**src/hdl/positional_list_table_core_assert.svh**
```systemverilog
// assertion macros used by the positional list table datapath
`ifndef POSITIONAL_LIST_TABLE_CORE_ASSERT_SVH
`define POSITIONAL_LIST_TABLE_CORE_ASSERT_SVH

// same-cycle implication, disabled while reset is high
`define PLT_ASSERT_NOW(label, clk, rst, ante, cons) \
   label: assert property (@(posedge clk) disable iff (rst) (ante) |-> (cons)) \
      else $error("plt check failed");

// next-cycle implication, disabled while reset is high
`define PLT_ASSERT_NEXT(label, clk, rst, ante, cons) \
   label: assert property (@(posedge clk) disable iff (rst) (ante) |=> (cons)) \
      else $error("plt check failed");

`endif

```
**src/hdl/plt_pkg.sv**
```systemverilog
// shared types and constants of the positional list table
package plt_pkg;

   // default list capacity in records
   localparam int CAPACITY_DEFAULT = 128;

   // request kinds
   typedef enum logic [1:0] {
      KIND_READ   = 2'd0,
      KIND_LOCATE = 2'd1,
      KIND_INSERT = 2'd2,
      KIND_DELETE = 2'd3
   } kind_type;

   // controller states
   typedef enum logic [3:0] {
      ST_IDLE,
      ST_RD_ISSUE,
      ST_RD_DATA,
      ST_SCAN,
      ST_INS_RD,
      ST_INS_WR,
      ST_DEL_RD,
      ST_DEL_WR,
      ST_DONE
   } state_type;

   // one stored record
   typedef struct packed {
      logic [63:0] tag;
      logic [31:0] price;
   } record_type;

   // controller to datapath
   typedef struct packed {
      logic req_ready;
      logic start;
      logic rd_en;
      logic rd_prev;
      logic wr_en;
      logic wr_prev;
      logic wr_new;
      logic idx_inc;
      logic idx_dec;
      logic cnt_inc;
      logic cnt_dec;
      logic res_err;
      logic res_ok;
      logic res_hit;
      logic emit;
   } cmd_type;

   // datapath to controller
   typedef struct packed {
      logic     req_valid;
      kind_type req_kind;
      logic     req_bad;
      logic     hit;
      logic     rd_valid;
      logic     idx_at_count;
      logic     idx_at_slot;
      logic     out_free;
   } sts_type;

endpackage

```
**src/hdl/plt_ctrl.sv**
```systemverilog
// controller state machine of the positional list table
module plt_ctrl (
   input  logic             clock,
   input  logic             reset,
   input  plt_pkg::sts_type sts,
   output plt_pkg::cmd_type cmd
);

   plt_pkg::state_type state_ff, state_in;

   // state register
   always_ff @(posedge clock) begin
      if (reset) begin
         state_ff <= plt_pkg::ST_IDLE;
      end else begin
         state_ff <= state_in;
      end
   end

   // next state
   always_comb begin
      state_in = state_ff;
      unique case (state_ff)
         plt_pkg::ST_IDLE: begin
            if (sts.req_valid) begin
               if (sts.req_bad) begin
                  state_in = plt_pkg::ST_DONE;
               end else begin
                  unique case (sts.req_kind)
                     plt_pkg::KIND_READ:   state_in = plt_pkg::ST_RD_ISSUE;
                     plt_pkg::KIND_LOCATE: state_in = plt_pkg::ST_SCAN;
                     plt_pkg::KIND_INSERT: state_in = plt_pkg::ST_INS_RD;
                     plt_pkg::KIND_DELETE: state_in = plt_pkg::ST_DEL_RD;
                     default:              state_in = plt_pkg::ST_IDLE;
                  endcase
               end
            end
         end
         plt_pkg::ST_RD_ISSUE: state_in = plt_pkg::ST_RD_DATA;
         plt_pkg::ST_RD_DATA:  state_in = plt_pkg::ST_DONE;
         plt_pkg::ST_SCAN: begin
            if (sts.hit || (sts.idx_at_count && !sts.rd_valid)) begin
               state_in = plt_pkg::ST_DONE;
            end
         end
         plt_pkg::ST_INS_RD: begin
            state_in = sts.idx_at_slot ? plt_pkg::ST_DONE : plt_pkg::ST_INS_WR;
         end
         plt_pkg::ST_INS_WR: state_in = plt_pkg::ST_INS_RD;
         plt_pkg::ST_DEL_RD: begin
            state_in = sts.idx_at_count ? plt_pkg::ST_DONE : plt_pkg::ST_DEL_WR;
         end
         plt_pkg::ST_DEL_WR: state_in = plt_pkg::ST_DEL_RD;
         plt_pkg::ST_DONE: begin
            if (sts.out_free) begin
               state_in = plt_pkg::ST_IDLE;
            end
         end
         default: state_in = plt_pkg::ST_IDLE;
      endcase
   end

   // command outputs
   always_comb begin
      cmd = '0;
      unique case (state_ff)
         plt_pkg::ST_IDLE: begin
            cmd.req_ready = 1'b1;
            cmd.start     = sts.req_valid;
            cmd.res_err   = sts.req_valid && sts.req_bad;
         end
         plt_pkg::ST_RD_ISSUE: cmd.rd_en = 1'b1;
         plt_pkg::ST_RD_DATA:  cmd.res_hit = 1'b1;
         plt_pkg::ST_SCAN: begin
            if (sts.hit) begin
               cmd.res_hit = 1'b1;
            end else if (!sts.idx_at_count) begin
               cmd.rd_en   = 1'b1;
               cmd.idx_inc = 1'b1;
            end else if (!sts.rd_valid) begin
               cmd.res_ok = 1'b1;
            end
         end
         plt_pkg::ST_INS_RD: begin
            if (sts.idx_at_slot) begin
               cmd.wr_en   = 1'b1;
               cmd.wr_new  = 1'b1;
               cmd.cnt_inc = 1'b1;
               cmd.res_ok  = 1'b1;
            end else begin
               cmd.rd_en   = 1'b1;
               cmd.rd_prev = 1'b1;
            end
         end
         plt_pkg::ST_INS_WR: begin
            cmd.wr_en   = 1'b1;
            cmd.idx_dec = 1'b1;
         end
         plt_pkg::ST_DEL_RD: begin
            if (sts.idx_at_count) begin
               cmd.cnt_dec = 1'b1;
               cmd.res_ok  = 1'b1;
            end else begin
               cmd.rd_en = 1'b1;
            end
         end
         plt_pkg::ST_DEL_WR: begin
            cmd.wr_en   = 1'b1;
            cmd.wr_prev = 1'b1;
            cmd.idx_inc = 1'b1;
         end
         plt_pkg::ST_DONE: cmd.emit = sts.out_free;
         default: cmd = '0;
      endcase
   end

endmodule

```
**config.mk**
```make
export PLATFORM = sky130hd
export DESIGN_NAME = plt_ctrl
export DESIGN_NICKNAME = d
export VERILOG_FILES = /design/src/hdl/positional_list_table_core_assert.svh /design/src/hdl/plt_pkg.sv /design/src/hdl/plt_ctrl.sv
export SDC_FILE = /design/constraint.sdc
export NUM_CORES = 1
export LEC_CHECK = 0
export BUFFER_PORTS_ARGS = -buffer_cell sky130_fd_sc_hd__buf_2
export CORE_AREA = 2 2 39 41
export DETAILED_ROUTE_END_ITERATION = 8
export DIE_AREA = 0 0 41 43
export HOLD_SLACK_MARGIN = 0.12
export PLACE_DENSITY = 0.74
export SYNTH_ARGS = -nofsm -noshare
export SYNTH_HDL_FRONTEND = slang
export SYNTH_SLANG_ARGS = --single-unit
```
**constraint.sdc**
```tcl
create_clock -name clock -period 1.5 [get_ports clock]
set_clock_uncertainty 0.2 [all_clocks]
set_input_delay 0.375 -clock clock [delete_from_list [all_inputs] [get_ports clock]]
set_output_delay 0.375 -clock clock [all_outputs]
set_load 0.005 [all_outputs]
```
== Word-level counts from Yosys, hierarchy flattened ==
Index checks and enable logic that the tools add are counted.

* Output and inout port bits: 15
* Logic and storage cells: 53
* Register bits: 4
* Bits of input ports: 11

* Reduce and logical (&&, ||, !) cells: 8
* Mux-type cells: 30
* Equality and inequality tests: 14

{| class="wikitable"
|+ Operators with widths
! operator !! count
|-
| $pmux W4 S9 || 1
|-
| $mux W4 || 6
|-
| $eq A4 B3 Y1 const B || 4
|-
| $pmux W4 S4 || 1
|-
| $mux W1 || 15
|-
| $eq A4 B2 Y1 const B || 2
|-
| $ne A2 B2 Y1 const B || 3
|-
| $pmux W1 S2 || 3
|-
| $eq A2 B2 Y1 const B || 2
|-
| $eq A4 B1 Y1 const B || 1
|-
| $eq A4 B4 Y1 const B || 1
|-
| $logic_not A4 Y1 || 1
|-
| $mux W2 || 2
|-
| $pmux W1 S4 || 1
|-
| $pmux W1 S3 || 1
|-
| $reduce_and A3 Y1 || 1
|-
| $eq A2 B1 Y1 const B || 1
|-
| $logic_and A1 B1 Y1 || 2
|-
| $logic_not A2 Y1 || 1
|-
| $reduce_or A2 Y1 || 1
|-
| $logic_not A1 Y1 || 1
|-
| $logic_or A1 B1 Y1 || 1
|}

== Longest topological paths before layout ==
* Word-level depth: 5
* Gate-level depth with buffers: 5
* Mapped depth without buffers: 4

== Worst setup path after synthesis ==
Ideal clock, no wire load.

* Path type: reg2out
* Start: register state_ff[3]
* End: output port cmd[3] (netlist name)
* Cell stages (with the launch flop): 4
* Required time: 925 ps
* Path buffers: 0
* Setup slack: -201 ps
* Data arrival time: 1126 ps
* Path through: dfxtp_1 -> or4_4 -> inv_1 -> and3_1

{| class="wikitable"
|+ RTL lines
! item !! RTL line !! text
|-
| start: declaration || plt_ctrl.sv:9 || <nowiki>plt_pkg::state_type state_ff, state_in;</nowiki>
|-
| start signal: assignment || plt_ctrl.sv:14 || <nowiki>state_ff <= plt_pkg::ST_IDLE;</nowiki>
|-
| start signal: assignment || plt_ctrl.sv:16 || <nowiki>state_ff <= state_in;</nowiki>
|-
| end: declaration || plt_ctrl.sv:6 || <nowiki>output plt_pkg::cmd_type cmd</nowiki>
|}

==> results by stage <==
CTS:
- CTS placed an instance of clkbuf_4 at the clock tree root.
- The deepest level of the CTS H-tree is 1.
- The number of clock buffers added by TritonCTS is 3.
- The clock-pin slew of the registers on the worst-case setup and hold paths is 0.04 ns.
- The later pin in the worst-skew pair is clocked with a latency of 0.23 ns.
- The worst-case clock buffer depth is 2.
- Clock tree synthesis found a total of 4 sinks.
- TritonCTS built the clock tree.

Worst hold path:
- The class of the worst hold path is in -> reg.
- The number of cells on the worst hold path is 2.

Global routing:
- The total grt overflow is 0.
- The number of global-route vias before repair is 602.
- The met2 usage in global routing is 36.6%.
- The met3 track demand over resource in global routing is 3.14%.
- The overall fraction of global-route tracks in use is 22.2%.
- Global routing consumed, on the met1 layer, 23.5% of the routing resources.
- The initial antenna violation count was 0.
- The global-route wire length before repair is 2620 um.
- The global routing stage identified its most utilized layer as met2.
- Entering global routing, the biggest net connects 8 pins.

STA:
- The final-report max-slew violation count is 0.
- The final critical path takes up 134% of the cycle.
- The minimum setup slack in the final design is -0.503 ns.
- The worst hold slack after final layout is 0.156 ns.
- The post-layout minimum cycle time is 2.00 ns.
- Setup repair after global routing could not meet its margin everywhere.
- The setup-violating endpoint count in the final report is 19.
- The headroom to the max-slew limit is 83.4%.
- The upper clock frequency limit is 499 MHz.
- The number of hold-slack violations in the final timing report is 0.
- The slew at the pin closest to its max-slew limit is 0.242 ns.

Cells and area:
- After the flow finishes, the layout carries non-filler instances totaling 126.
- The final standard cell area without fillers is 946 um^2.
- The area added between synthesis and finish is 128%.
- After the last flow step, the layout net total stands at 123.
- Ranked by flip-flop count, first place goes to state_ff.
- Of the cells placed in the final design, the portion with a size suffix greater than 1 is 76.4%.
- The number of antenna diodes in the final layout is 0.
- The register with the most flip-flops in the layout has 4 of them.
- The largest registers in the layout are state_ff x4.

Yosys:
- Of the synthesized area, sequential elements account for 19.3%.
- Dividing the synthesized area by the synthesized cell count gives 6.90 um^2.
- The synthesized netlist cell count is 60.
- The share of async-settable or async-resettable flops after synthesis is 0%.
- The total standard cell area after synthesis is 414 um^2.
- The number of enable-type register cells in the synthesized netlist is 0.
- Counting flops and latches in the post-synthesis netlist gives 4.
- The number of nets produced by synthesis is 71.
- Among all flip-flop cells after synthesis, the most frequent one is dfxtp_1.
- Yosys printed 0 warnings.
- After synthesis, the netlist uses 29 different library cells.

Routing:
- For this block, the via count after detailed routing is 638.
- The first routing iteration left 5 violations.
- The detailed-route DRC error count is 0.
- The total length of routed wires is 1790 um.
- In the final routed layout, each cell accounts on average for 14.2 um.
- The number of iterations in the first detailed-routing pass is 3.
- In this run the remaining antenna-violating nets after routing total 0.
- In the routed layout, each cell is associated on average with a via count of 5.06.

Placement:
- The placement-stage cell area is 666 um^2.
- The total placed cells including tap cells is 113.
- During placement, the flow inserted port buffers numbering 25.
- The congestion estimate from routability-driven global placement came to 0.802.
- The half-perimeter wire length of the detailed placement result is 1070 um.

Job:
- The number of maximum-capacitance constraint violations is 0.

Pwr:
- The leakage power is 0.450 nW.
- After layout, the design draws a total of 0.000588 W.
- The cell area power density is 621 mW/mm^2.
- The worst ir drop on vdd is 0.466 mV.

Critical path:
- The type of the worst setup path is reg -> out.
- For the worst setup path, the data required time is 0.92 ns.
- On the critical path, the stage with the largest delay is an instance of or4_4.
- The longest individual stage delay on the worst path is 0.54 ns.
- The logic depth of the worst path, buffers included is 4.
- Together, buffers and inverters on the worst path number 2.
- The capturing element type of the critical path is a primary output.
- Walking the worst path, the cells encountered are or4_4 -> inv_2 -> and3_4 -> buf_6.
- For the worst flop-to-flop path, the logic depth is 6.
- The cell family contributing the most delay on the critical path is simple AND/OR/NAND/NOR gates.
- STA puts the critical path data arrival time at 1.43 ns.
- STA classifies the critical path startpoint as a register.
- Of all nets on the critical path, the largest fanout is 3.

Run status:
- The flow ran to the end, but the final reports show violations.
- The final reports fail on negative setup slack.

Die:
- The overall die area is 0.00176 mm^2.
- The floorplan step set the die height to 43 um.
- The initial core utilization is 29.9%.
- The die is 41 um wide.
- The row count is 14.
- The number of placed I/O pins is 26.
- The total area inside the core boundary comes to 0.00138 mm^2.
synth_stat cells, types with 2 or more instances:
master    n  share of area, %
buf_2     2               2.4
buf_4     2               3.6
a21oi_1   3               3.6
dfxtp_1   4                19
nor2_1    7               6.3
nand2b_1  5               7.6
o22ai_1   2               3.0
inv_1     3               2.7
nand2_1   6               5.4
o31a_1    2               4.2
nor3_1    2               2.4
and3_1    4               6.0
o21ai_0   2               2.4
logic make-up after synthesis:
logic type	synth area share, %
compound gates	26.3
buf+inv	8.76
flops	19.3
mux	2.42
simple gates	43.2
through the flow:
stage | worst slack [ns] | util, % | TNS [ns]
after floorplan | -0.150 | - | -0.404
final | -0.503 | 68.4 | -6.35
after detailed placement | -0.292 | 48.1 | -2.33
after global routing | -0.547 | 68.4 | -7.36
after global placement | -0.263 | 48.1 | -2.04
after CTS | -0.503 | 63.7 | -5.90
where the power goes:
group	total (W)	switching (W)	internal, W
Combinational	0.000330	0.000139	0.000192
Sequential	0.000125	0.0000108	0.000114
Clock	0.000133	0.0000434	0.0000895
final timing paths:
check	from	end	slack, ns
setup / recovery	state_ff[3]$_SDFFE_PP0P_	cmd[3]	-0.50
hold / removal	sts[0]	state_ff[3]$_SDFFE_PP0P_	0.16
setup reg to reg	state_ff[3]$_SDFFE_PP0P_	state_ff[0]$_SDFFE_PP0P_	-0.32
hold reg to reg	state_ff[3]$_SDFFE_PP0P_	state_ff[3]$_SDFFE_PP0P_	0.43
metal layers:
layer	wire, um	vias to the layer above
met1	668	295
met2	1010	23
met3	77	4
li1	-	316
met4	37	0
met5	0	-
worst register-to-register path, delay by kind of cell (launching register included):
family                 cells  cell delay [ns]
AND/OR/NAND/NOR            1             0.54
flip-flops                 1             0.32
AO/OA/AOI/OAI              2             0.32
buffers and inverters      3             0.36
cell type report:
| type | instances | area (um^2) |
|---|---|---|
| fillers | 127 | 438 |
| multi-input cells | 49 | 422 |
| repair buffers | 51 | 378 |
| flip-flops and latches | 4 | 92.6 |
| clock buffers | 3 | 22.5 |
| well taps | 16 | 20.0 |
| inverters | 3 | 11.3 |
placed cells by master, fill, tap and decap left out, types with 3 or more instances in the layout:
cell type  Yosys  layout
buf_2          2      22
buf_4          2      18
buf_6          0      10
nor2_1         7       4
nand2_1        6       3
nand2b_1       5       3
nand2_2        0       3
clkbuf_4       0       3
dfxtp_4        0       3
timing repair:
action                     in CTS  in global routing
hold buffers                    0                  0
gates cloned                    0                  0
buffers inserted                9                  1
setup endpoints to repair      19                 19
resized for setup              31                 12
pin swaps                      15                  3
(Power assumes the default switching activity.)
